<file path="src/rtl/hcrd_pkg.sv">
`timescale 1ns / 1ps
`default_nettype none
// ----------------------------------------------------------------------------
// hcrd_pkg: shared types and constants of the hex character reference decoder
// Holds the transaction structs, the controller/datapath interface and the
// character codes used to recognize a numeric reference.
// ----------------------------------------------------------------------------
package hcrd_pkg;

   localparam int MAX_DIGITS_DEFAULT = 6;

   localparam logic [7:0] CHAR_AMP  = 8'h26;
   localparam logic [7:0] CHAR_HASH = 8'h23;
   localparam logic [7:0] CHAR_X    = 8'h78;
   localparam logic [7:0] CHAR_SEMI = 8'h3B;
   localparam logic [7:0] CHAR_DIG0 = 8'h30;
   localparam logic [7:0] CHAR_DIG9 = 8'h39;
   localparam logic [7:0] CHAR_LA   = 8'h61;
   localparam logic [7:0] CHAR_LF   = 8'h66;
   localparam logic [7:0] CHAR_UA   = 8'h41;
   localparam logic [7:0] CHAR_UF   = 8'h46;

   typedef enum logic [1:0] {
      MODE_PLAIN = 2'd0,
      MODE_AMP   = 2'd1,
      MODE_HASH  = 2'd2,
      MODE_HEX   = 2'd3
   } mode_type;

   typedef struct packed {
      logic [7:0] in_byte;
      logic       in_end;
   } req_type;

   typedef struct packed {
      logic [7:0] out_byte;
      logic       out_run_last;
      logic       out_stream_end;
   } rsp_type;

   typedef struct packed {
      logic accept;
      logic emit_flush;
      logic emit_tail;
   } cmd_type;

   typedef struct packed {
      logic first_emit;
      logic go_flush;
      logic go_tail;
      logic flush_at_last;
      logic tail_pend;
   } sts_type;

   // Returns {is_hex, digit value}.
   function automatic logic [4:0] hex_digit(input logic [7:0] ch);
      logic [4:0] r;
      r = 5'd0;
      if (ch >= CHAR_DIG0 && ch <= CHAR_DIG9) begin
         r = {1'b1, 4'(ch - CHAR_DIG0)};
      end else if (ch >= CHAR_LA && ch <= CHAR_LF) begin
         r = {1'b1, 4'(ch - CHAR_LA + 8'd10)};
      end else if (ch >= CHAR_UA && ch <= CHAR_UF) begin
         r = {1'b1, 4'(ch - CHAR_UA + 8'd10)};
      end
      return r;
   endfunction

endpackage
`default_nettype wire

</file>
<file path="src/rtl/hcrd_ctrl.sv">
`timescale 1ns / 1ps
`default_nettype none
// ----------------------------------------------------------------------------
// hcrd_ctrl: sequencing controller
// Decides when a transaction is taken and steps the datapath through the
// released bytes of a reference, one result per cycle unless stalled.
// ----------------------------------------------------------------------------
module hcrd_ctrl (
   input  wire logic             clock,
   input  wire logic             reset,
   input  wire logic             req_valid,
   output logic                  req_stall,
   output logic                  rsp_valid,
   input  wire logic             rsp_stall,
   input  wire hcrd_pkg::sts_type sts,
   output hcrd_pkg::cmd_type     cmd
);
   import hcrd_pkg::*;

   typedef enum logic [1:0] {
      ST_IDLE,
      ST_FLUSH,
      ST_TAIL
   } state_type;

   state_type state_ff, state_in;
   logic      rsp_valid_ff, rsp_valid_in;
   logic      out_free;
   logic      idle;

   always_comb begin
      out_free       = !rsp_valid_ff || !rsp_stall;
      idle           = (state_ff == ST_IDLE);
      req_stall      = !(idle && out_free);
      cmd.accept     = req_valid && idle && out_free;
      cmd.emit_flush = (state_ff == ST_FLUSH) && out_free;
      cmd.emit_tail  = (state_ff == ST_TAIL) && out_free;

      state_in     = state_ff;
      rsp_valid_in = out_free ? 1'b0 : rsp_valid_ff;
      unique case (state_ff)
         ST_IDLE: begin
            if (req_valid && out_free) begin
               rsp_valid_in = sts.first_emit;
               if (sts.go_flush) begin
                  state_in = ST_FLUSH;
               end else if (sts.go_tail) begin
                  state_in = ST_TAIL;
               end
            end
         end
         ST_FLUSH: begin
            if (out_free) begin
               rsp_valid_in = 1'b1;
               if (sts.flush_at_last) begin
                  state_in = sts.tail_pend ? ST_TAIL : ST_IDLE;
               end
            end
         end
         ST_TAIL: begin
            if (out_free) begin
               rsp_valid_in = 1'b1;
               state_in     = ST_IDLE;
            end
         end
         default: begin
            state_in = ST_IDLE;
         end
      endcase
   end

   assign rsp_valid = rsp_valid_ff;

   always_ff @(posedge clock) begin
      if (reset) begin
         state_ff     <= ST_IDLE;
         rsp_valid_ff <= 1'b0;
      end else begin
         state_ff     <= state_in;
         rsp_valid_ff <= rsp_valid_in;
      end
   end

endmodule
`default_nettype wire

</file>
<file path="src/rtl/hcrd_datapath.sv">
`timescale 1ns / 1ps
`default_nettype none
// ----------------------------------------------------------------------------
// hcrd_datapath: match state, held characters and result register
// Tracks the reference being matched, accumulates its value and produces
// each result byte on command from the controller.
// ----------------------------------------------------------------------------
module hcrd_datapath #(
   parameter int MAX_DIGITS = hcrd_pkg::MAX_DIGITS_DEFAULT
) (
   input  wire logic              clock,
   input  wire logic              reset,
   input  wire hcrd_pkg::req_type req_data,
   input  wire hcrd_pkg::cmd_type cmd,
   output hcrd_pkg::sts_type      sts,
   output hcrd_pkg::rsp_type      rsp_data
);
   import hcrd_pkg::*;

   localparam int CNT_W = $clog2(MAX_DIGITS + 1);
   localparam int IDX_W = $clog2(MAX_DIGITS);
   localparam int SEQ_W = $clog2(MAX_DIGITS + 4);

   mode_type           mode_ff, mode_in;
   logic [CNT_W-1:0]   cnt_ff, cnt_in;
   logic [7:0]         val_ff, val_in;
   logic               over_ff, over_in;
   logic [7:0]         held_ff [MAX_DIGITS];
   logic               store;

   logic [SEQ_W-1:0]   seq_idx_ff, seq_last_ff;
   logic               tail_v_ff;
   logic [7:0]         tail_b_ff;
   logic               end_ff;
   rsp_type            rsp_ff, rsp_in;

   logic               flush_old, flush_new, do_flush, tail_v;
   logic [7:0]         tail_b;
   mode_type           src_mode;
   logic [CNT_W-1:0]   src_cnt;
   logic [SEQ_W-1:0]   flush_len;
   logic               len_one;
   logic [4:0]         hd;
   logic [SEQ_W-1:0]   seq_off;
   logic [7:0]         seq_byte;
   logic               seq_last;
   logic               load_out;

   // Next match state for the transaction on the input.
   always_comb begin
      mode_in   = mode_ff;
      cnt_in    = cnt_ff;
      val_in    = val_ff;
      over_in   = over_ff;
      store     = 1'b0;
      flush_old = 1'b0;
      tail_v    = 1'b0;
      tail_b    = req_data.in_byte;
      hd        = hex_digit(req_data.in_byte);
      unique case (mode_ff)
         MODE_PLAIN: begin
            if (req_data.in_byte == CHAR_AMP) begin
               mode_in = MODE_AMP;
            end else begin
               tail_v = 1'b1;
            end
         end
         MODE_AMP: begin
            if (req_data.in_byte == CHAR_HASH) begin
               mode_in = MODE_HASH;
            end else begin
               flush_old = 1'b1;
               tail_v    = 1'b1;
            end
         end
         MODE_HASH: begin
            if (req_data.in_byte == CHAR_X) begin
               mode_in = MODE_HEX;
               cnt_in  = '0;
               val_in  = '0;
               over_in = 1'b0;
            end else begin
               flush_old = 1'b1;
               tail_v    = 1'b1;
            end
         end
         MODE_HEX: begin
            if (req_data.in_byte == CHAR_SEMI) begin
               tail_v  = 1'b1;
               tail_b  = val_ff;
               mode_in = MODE_PLAIN;
               cnt_in  = '0;
               val_in  = '0;
               over_in = 1'b0;
            end else if (cnt_ff >= CNT_W'(MAX_DIGITS)) begin
               flush_old = 1'b1;
               tail_v    = 1'b1;
            end else begin
               store  = 1'b1;
               cnt_in = cnt_ff + CNT_W'(1);
               if (!hd[4]) begin
                  over_in = 1'b1;
               end else if (!over_ff) begin
                  val_in = {val_ff[3:0], hd[3:0]};
               end
            end
         end
         default: begin
            mode_in = MODE_PLAIN;
         end
      endcase

      if (flush_old) begin
         mode_in = MODE_PLAIN;
         cnt_in  = '0;
         val_in  = '0;
         over_in = 1'b0;
      end

      // At end of stream whatever is still held goes out, including this byte.
      flush_new = req_data.in_end && (mode_in != MODE_PLAIN);
      src_mode  = flush_old ? mode_ff : mode_in;
      src_cnt   = flush_old ? cnt_ff : cnt_in;
      if (flush_new) begin
         mode_in = MODE_PLAIN;
         cnt_in  = '0;
         val_in  = '0;
         over_in = 1'b0;
      end
      do_flush  = flush_old || flush_new;
      flush_len = SEQ_W'(src_mode)
                + ((src_mode == MODE_HEX) ? SEQ_W'(src_cnt) : SEQ_W'(0));
      len_one   = (flush_len == SEQ_W'(1));
   end

   // Byte at the current position of a release: prefix, then held characters.
   always_comb begin
      seq_off = seq_idx_ff - SEQ_W'(3);
      if (seq_idx_ff == SEQ_W'(0)) begin
         seq_byte = CHAR_AMP;
      end else if (seq_idx_ff == SEQ_W'(1)) begin
         seq_byte = CHAR_HASH;
      end else if (seq_idx_ff == SEQ_W'(2)) begin
         seq_byte = CHAR_X;
      end else begin
         seq_byte = held_ff[seq_off[IDX_W-1:0]];
      end
      seq_last = (seq_idx_ff == seq_last_ff);
   end

   always_comb begin
      sts.first_emit    = do_flush || tail_v;
      sts.go_flush      = do_flush && !len_one;
      sts.go_tail       = do_flush && len_one && tail_v;
      sts.flush_at_last = seq_last;
      sts.tail_pend     = tail_v_ff;

      load_out = 1'b1;
      rsp_in   = rsp_ff;
      priority if (cmd.accept) begin
         load_out                = do_flush || tail_v;
         rsp_in.out_byte         = do_flush ? CHAR_AMP : tail_b;
         rsp_in.out_run_last     = do_flush ? (len_one && !tail_v) : 1'b1;
         rsp_in.out_stream_end   = rsp_in.out_run_last && req_data.in_end;
      end else if (cmd.emit_flush) begin
         rsp_in.out_byte         = seq_byte;
         rsp_in.out_run_last     = seq_last && !tail_v_ff;
         rsp_in.out_stream_end   = rsp_in.out_run_last && end_ff;
      end else if (cmd.emit_tail) begin
         rsp_in.out_byte         = tail_b_ff;
         rsp_in.out_run_last     = 1'b1;
         rsp_in.out_stream_end   = end_ff;
      end else begin
         load_out = 1'b0;
      end
   end

   assign rsp_data = rsp_ff;

   always_ff @(posedge clock) begin
      if (reset) begin
         mode_ff <= MODE_PLAIN;
         cnt_ff  <= '0;
         val_ff  <= '0;
         over_ff <= 1'b0;
      end else if (cmd.accept) begin
         mode_ff <= mode_in;
         cnt_ff  <= cnt_in;
         val_ff  <= val_in;
         over_ff <= over_in;
      end
   end

   always_ff @(posedge clock) begin
      if (cmd.accept && store) begin
         held_ff[cnt_ff[IDX_W-1:0]] <= req_data.in_byte;
      end
      if (cmd.accept) begin
         seq_idx_ff  <= SEQ_W'(1);
         seq_last_ff <= flush_len - SEQ_W'(1);
         tail_v_ff   <= tail_v;
         tail_b_ff   <= tail_b;
         end_ff      <= req_data.in_end;
      end else if (cmd.emit_flush) begin
         seq_idx_ff  <= seq_idx_ff + SEQ_W'(1);
      end
      if (load_out) begin
         rsp_ff <= rsp_in;
      end
   end

endmodule
`default_nettype wire

</file>
<file path="src/rtl/hex_char_reference_decoder_unit.sv">
`timescale 1ns / 1ps
`default_nettype none
// ----------------------------------------------------------------------------
// hex_char_reference_decoder_unit: hex numeric character reference decoder
// Replaces each "&#x...;" in a byte stream with the byte its hex digits name.
// ----------------------------------------------------------------------------
// A byte that produces at most one result is taken once the result register
// is free, so plain text flows at one transaction per cycle whenever the
// result side keeps up. A byte that releases held characters (a broken
// "&", "&#" or "&#x" sequence, a reference that runs past MAX_DIGITS
// characters, or the end of the stream inside a reference) produces
// between 1 and MAX_DIGITS + 4 results; the single result register is
// drained one released byte at a time, and the input is stalled until the
// last of them has been loaded. Bytes that only extend a pending reference
// produce no result and are taken once the result register is free. There
// is no clearing pass after reset: the held characters are read only below
// the running count. out_run_last marks the final result caused by one
// input transaction and out_stream_end marks the final result of the stream.
module hex_char_reference_decoder_unit #(
   parameter int MAX_DIGITS = hcrd_pkg::MAX_DIGITS_DEFAULT
) (
   input  wire logic              clock,
   input  wire logic              reset,
   input  wire logic              req_valid,
   output logic                   req_stall,
   input  wire hcrd_pkg::req_type req_data,
   output logic                   rsp_valid,
   input  wire logic              rsp_stall,
   output hcrd_pkg::rsp_type      rsp_data
);
   import hcrd_pkg::*;

   cmd_type cmd;
   sts_type sts;

   // The controller owns the handshake and the result valid flag.
   hcrd_ctrl u_ctrl (
      .clock     (clock),
      .reset     (reset),
      .req_valid (req_valid),
      .req_stall (req_stall),
      .rsp_valid (rsp_valid),
      .rsp_stall (rsp_stall),
      .sts       (sts),
      .cmd       (cmd)
   );

   // The datapath holds the match state, the held characters and the result.
   hcrd_datapath #(
      .MAX_DIGITS (MAX_DIGITS)
   ) u_datapath (
      .clock    (clock),
      .reset    (reset),
      .req_data (req_data),
      .cmd      (cmd),
      .sts      (sts),
      .rsp_data (rsp_data)
   );

endmodule
`default_nettype wire

</file>
<file path="config.mk">
export PLATFORM = sky130hd
export DESIGN_NAME = hex_char_reference_decoder_unit
export DESIGN_NICKNAME = d
export VERILOG_FILES = /design/src/rtl/hcrd_pkg.sv /design/src/rtl/hcrd_ctrl.sv /design/src/rtl/hcrd_datapath.sv /design/src/rtl/hex_char_reference_decoder_unit.sv
export SDC_FILE = /design/constraint.sdc
export NUM_CORES = 1
export LEC_CHECK = 0
export ABC_CLOCK_PERIOD_IN_PS = 3500
export BUFFER_PORTS_ARGS = -buffer_cell sky130_fd_sc_hd__buf_2
export CAP_MARGIN = 25
export CORE_ASPECT_RATIO = 0.9
export CORE_MARGIN = 4
export CORE_UTILIZATION = 45
export DETAILED_ROUTE_END_ITERATION = 10
export PLACE_DENSITY = 0.64
export SYNTH_ARGS = -nofsm -noshare
export SYNTH_HDL_FRONTEND = slang
export SYNTH_SLANG_ARGS = --single-unit
</file>
<file path="constraint.sdc">
create_clock -name clock -period 3.5 [get_ports clock]
set_input_delay 0.7 -clock clock [delete_from_list [all_inputs] [get_ports clock]]
set_output_delay 0.7 -clock clock [all_outputs]
set_load 0.03 [all_outputs]
</file>
==> results.toml, run 1 <==
[run_status]
status = "finished clean"

[power]
ir_drop_mv = 0.229
p_per_area_mw_per_mm2 = 406
finalPower_uw = 2270
p_leak_uw = 0.00218

[yosys]
synth_nets = 438
async_flop_share_pct = 0
postSynthCellCount = 405
synth_warnings = 0
synth_ff_type = "edfxtp_1"
ys_ff_latch = 93
seq_area_frac_synth_pct = 54.2
synth_area_per_cell_sq_um = 11.8
netlist_area_sq_mm = 0.00477
synth_edf_count = 72
ys_types = 65

[detailed_routing]
ant_nets = 0
avgViaCountPerCell = 5.56
vias = 3349
drc = 0
drtIter0Drc = 270
wl_per_cell_microns = 18.2
wirelength_microns = 10900
drtPass1Iterations = 5

[worst_setup_path]
crit_arrival_ps = 3460
end_kind = "register"
crit_fanout = 3
cp-start-kind = "input port"
cp.required_ps = 3670
rrSetupSlack_ps = 470
worstSetupPathType = "input port to register"

[layout]
mostFrequentLayoutCell = "edfxtp_1"
nets = 501
final_cells = 602
fillers = 905
drive_gt1_share_pct = 23.5
n_antenna_cell = 0
final_cell_mix = "edfxtp_1, buf_4, nand2_1, nor2_1, a21oi_1"
area_growth_pct = 17.5

[timing]
drv_slew = 0
fmax_mhz = 304
setup_violations = 0
period_minus_slack_ps = 3290
hold_viol = 0
rsz0062_at_grt = "no"
fin_crit_sh_pct = 94.0
tightest_slew_ps = 581
finClkSkew_ps = 9.17
maxSlewHeadroom_pct = 61.1

[global_route]
grt_pass1_vias = 3255
antenna_found_initial = 0
grt_max_degree = 24
grtUsageTotal_pct = 18.8
grt.overflow.total = 0
grt_first_pass_wirelength_microns = 17600

[cts]
cts_root_buf = "clkbuf_16"
cts_tree = "done"
clk-insertion-delay-late_ps = 340
hold_buffers = 0
clkSinkCount = 93
numCtsBuffers = 9
htreeDepth = 3
path_clk_slew_ps = 70
cts_resized = 0
cts_buffer_depth = 2
post_cts_buffers = 0

[floorplan]
initial_core_util_pct = 46.3
die_w_microns = 116
fp.dieH_microns = 106
fp.coreArea_sq_mm = 0.0103
rows = 35
ios = 25
dieArea_sq_mm = 0.0123

[placement]
routabilityCongestion = 0.861
dp_hpwl_microns = 7910
io_buffers = 24
placed_cells = 586

[min_path]
holdCritPathClass = "register to register"

[flow_run]
drv_cap = 0
[through the flow]
stage	instance area (sq um)	setup TNS, ps	setup WS, ps	util (%)	hold WS [ps]
after floorplan	4770	0	66.9	-	459
after global placement	5320	-149	-84.2	51.7	468
after detailed placement	5320	-346	-143	51.7	476
after CTS	5590	0	203	54.3	496
after global routing	5600	0	18.6	54.4	530
final	5600	0	210	54.4	496
[synthesized netlist by cell type, drive strengths merged, types with 5 or more instances]
library cell   n  area (sq um)
mux2i         15           150
nor3           7          35.0
xor2           7          61.3
buf            7          37.5
nand2b         6          45.0
xnor2          7          61.3
nand3          8          45.0
clkbuf        12          45.0
nor2          32           120
a21oi         25           125
a21o           5          37.5
o21ai         13          65.1
edfxtp        72          2160
inv           13          48.8
mux4           8           180
ha            19           238
dfxtp         21           420
nand2         44           165
nor2b          5          31.3
[cell families (layout without fill, tap and decap cells)]
family / count (synthesis) / count (layout) / synth area share (%)
AO/OA/AOI/OAI: 89 / 89 / 13.7
XOR/XNOR: 14 / 14 / 2.57
adder cells (fa/ha/maj): 20 / 20 / 5.41
buffers and inverters: 32 / 100 / 2.76
flip-flops: 93 / 93 / 54.2
multiplexers: 25 / 25 / 7.40
AND/OR/NAND/NOR: 132 / 132 / 14.0
[layer usage]
| layer | track usage, % | up-vias | wire (microns) |
|---|---|---|---|
| li1 | - | 1640 | - |
| met1 | 27.6 | 1616 | 5240 |
| met2 | 28.8 | 85 | 5010 |
| met3 | 3.10 | 8 | 571 |
| met4 | 5.30 | 0 | 106 |
| met5 | 0 | - | 0 |
[state kept, by name, summed over array words and instances (netlist names)]
name and cells:
u_datapath.seq_idx_ff 4, u_datapath.mode_ff 2, u_datapath.tail_v_ff 1, u_datapath.held_ff 48, u_ctrl.rsp_valid 1, u_datapath.seq_last_ff 4
u_datapath.val_ff 8, u_datapath.rsp_data 10, u_datapath.cnt_ff 3, u_ctrl.state_ff 2, u_datapath.end_ff 1, u_datapath.tail_b_ff 8
u_datapath.over_ff 1
[final timing paths]
path,from,end,cells past startpoint
max,req_data[1],u_datapath.rsp_data[0],16
min,u_datapath.val_ff[0],u_datapath.val_ff[0],2
max reg2reg,u_datapath.cnt_ff[0],u_datapath.rsp_data[0],13
min reg2reg,u_datapath.val_ff[0],u_datapath.val_ff[0],2
[critical path, stage by stage]
cell	delay [ps]
buf_2	110
buf_4	130
inv_1	90
ha_1	160
nand2_1	100
o31ai_4	200
nand2_1	110
nor2_2	120
ha_2	190
fa_1	420
inv_1	90
ha_1	150
nand3_1	70
or3_1	340
a31o_2	260
o32ai_1	210
[power breakdown]
group / leakage [uW] / switching [uW] / internal, uW
clock: 0.000130 / 413 / 485
combinational: 0.00123 / 105 / 59.0
sequential: 0.000815 / 4.46 / 1210
[final cells by class]
type                    instances  area, sq um  area share (%)
clock buffers                  11          233            4.15
multi-input cells             280         2060            36.9
flip-flops and latches         93         2580            46.1
clock inverters                 5         38.8           0.692
well taps                     129          161            2.88
inverters                      13         48.8           0.871
repair buffers                 71          473            8.44
Note: power is estimated with default switching activity, not from simulation.
==> inputs of run 2 (changes only) <==
--- a/config.mk
+++ b/config.mk
@@ -10,9 +10,9 @@
 export CAP_MARGIN = 25
 export CORE_ASPECT_RATIO = 0.9
 export CORE_MARGIN = 4
-export CORE_UTILIZATION = 45
+export CORE_UTILIZATION = 38
 export DETAILED_ROUTE_END_ITERATION = 10
-export PLACE_DENSITY = 0.64
+export PLACE_DENSITY = 0.56
 export SYNTH_ARGS = -nofsm -noshare
 export SYNTH_HDL_FRONTEND = slang
 export SYNTH_SLANG_ARGS = --single-unit
==> results.toml, run 2 (same netlist as run 1, synthesis figures left out) <==
[run_status]
status = "finished clean"

[placement]
io_buffers = 24
routabilityCongestion = 0.840
placed_cells = 612
dp_hpwl_microns = 8290

[timing]
maxSlewHeadroom_pct = 57.7
tightest_slew_ps = 632
hold_viol = 0
fin_crit_sh_pct = 96.0
period_minus_slack_ps = 3360
finClkSkew_ps = 7.96
setup_violations = 0
drv_slew = 0
fmax_mhz = 298
rsz0062_at_grt = "no"

[global_route]
grt_first_pass_wirelength_microns = 18200
antenna_found_initial = 0
grt.overflow.total = 0
grt_max_degree = 25
grt_pass1_vias = 3345
grtUsageTotal_pct = 16.5

[cts]
path_clk_slew_ps = 70
clkSinkCount = 93
hold_buffers = 0
cts_buffer_depth = 2
clk-insertion-delay-late_ps = 340
post_cts_buffers = 0
cts_resized = 0
cts_tree = "done"
htreeDepth = 3
cts_root_buf = "clkbuf_16"
numCtsBuffers = 9

[detailed_routing]
wirelength_microns = 11400
vias = 3312
drtIter0Drc = 325
drtPass1Iterations = 4
drc = 0
wl_per_cell_microns = 18.1
ant_nets = 0
avgViaCountPerCell = 5.27

[layout]
fillers = 1142
largest_register_ffs = 48
nets = 496
final_cell_mix = "edfxtp_1, nand2_1, buf_4, nor2_1, a21oi_1"
area_growth_pct = 19.0
drive_gt1_share_pct = 22.4
final_util_pct = 46.6
mostFrequentLayoutCell = "edfxtp_1"
n_antenna_cell = 0
final_cells = 628

[worst_setup_path]
cp.required_ps = 3660
crit_fanout = 5
rrSetupSlack_ps = 420
cp-start-kind = "input port"
r2r_cells = 10
crit_arrival_ps = 3520
r2r-end = "u_datapath.rsp_data[0]"
worstSetupPathType = "input port to register"
reg2reg_from = "u_datapath.mode_ff[1]"
end_kind = "register"

[floorplan]
die_w_microns = 126
fp.coreArea_sq_mm = 0.0122
rows = 38
ios = 25
fp.dieH_microns = 114
dieArea_sq_mm = 0.0144
initial_core_util_pct = 39.2

[power]
p_per_area_mw_per_mm2 = 438
ir_drop_mv = 0.214
p_leak_uw = 0.00220

[min_path]
holdPathEnd = "u_datapath.val_ff[3]"
hold_start = "u_datapath.val_ff[3]"
holdPathStages = 2
holdCritPathClass = "register to register"

[flow_run]
drv_cap = 0
## run 2: cell type report
cell class	count	area (sq um)	share of cell area (%)
timing repair buffer	66	435	7.68
clock inverter	7	113	1.99
clock buffer	9	225	3.97
tap	160	200	3.53
sequential	93	2580	45.5
multi-input combinational	280	2070	36.5
inverter	13	48.8	0.860
## run 2: through the flow
step	setup slack (ps)	TNS [ps]	total power, uW	hold WS [ps]	area (sq um)
final	140	0	2490	499	5670
after global routing	9.75	0	2570	516	5670
after CTS	187	0	2500	499	5660
after detailed placement	-160	-460	1400	477	5320
after global placement	-100	-150	1400	478	5320
after floorplan	66.9	0	1320	459	4770
## run 2: how the worst max path moves through the flow
stage                             endpoint  depth (start not counted)         from
floorplan           u_datapath.rsp_data[0]                         14  req_data[3]
global placement    u_datapath.rsp_data[0]                         15  req_data[1]
detailed placement  u_datapath.rsp_data[0]                         15  req_data[1]
CTS                 u_datapath.rsp_data[0]                         15  req_data[1]
global route        u_datapath.rsp_data[0]                         15  req_data[1]
finish              u_datapath.rsp_data[0]                         12  req_data[1]
## run 2: power by group
part | leakage [uW] | internal, uW | switching (uW)
Sequential | 0.000815 | 1210 | 4.35
Combinational | 0.00122 | 57.2 | 106
Clock | 0.000167 | 696 | 415
## run 2: worst max-delay path, stage by stage
cell and delay [ps]:
buf_2 120, ha_1 230, and3b_1 220, a21o_1 260, nor2_1 370, fa_1 500
inv_1 90, ha_1 150, nand3_1 60, or3_1 330, a31o_2 260, o32ai_1 210
## run 2: layer usage
layer | wire (microns) | global-route usage, % | vias up
met4 | 110 | 5.00 | 0
met5 | 0 | 0 | -
met2 | 5250 | 26.0 | 70
li1 | - | - | 1621
met1 | 5590 | 23.5 | 1612
met3 | 413 | 2.85 | 9
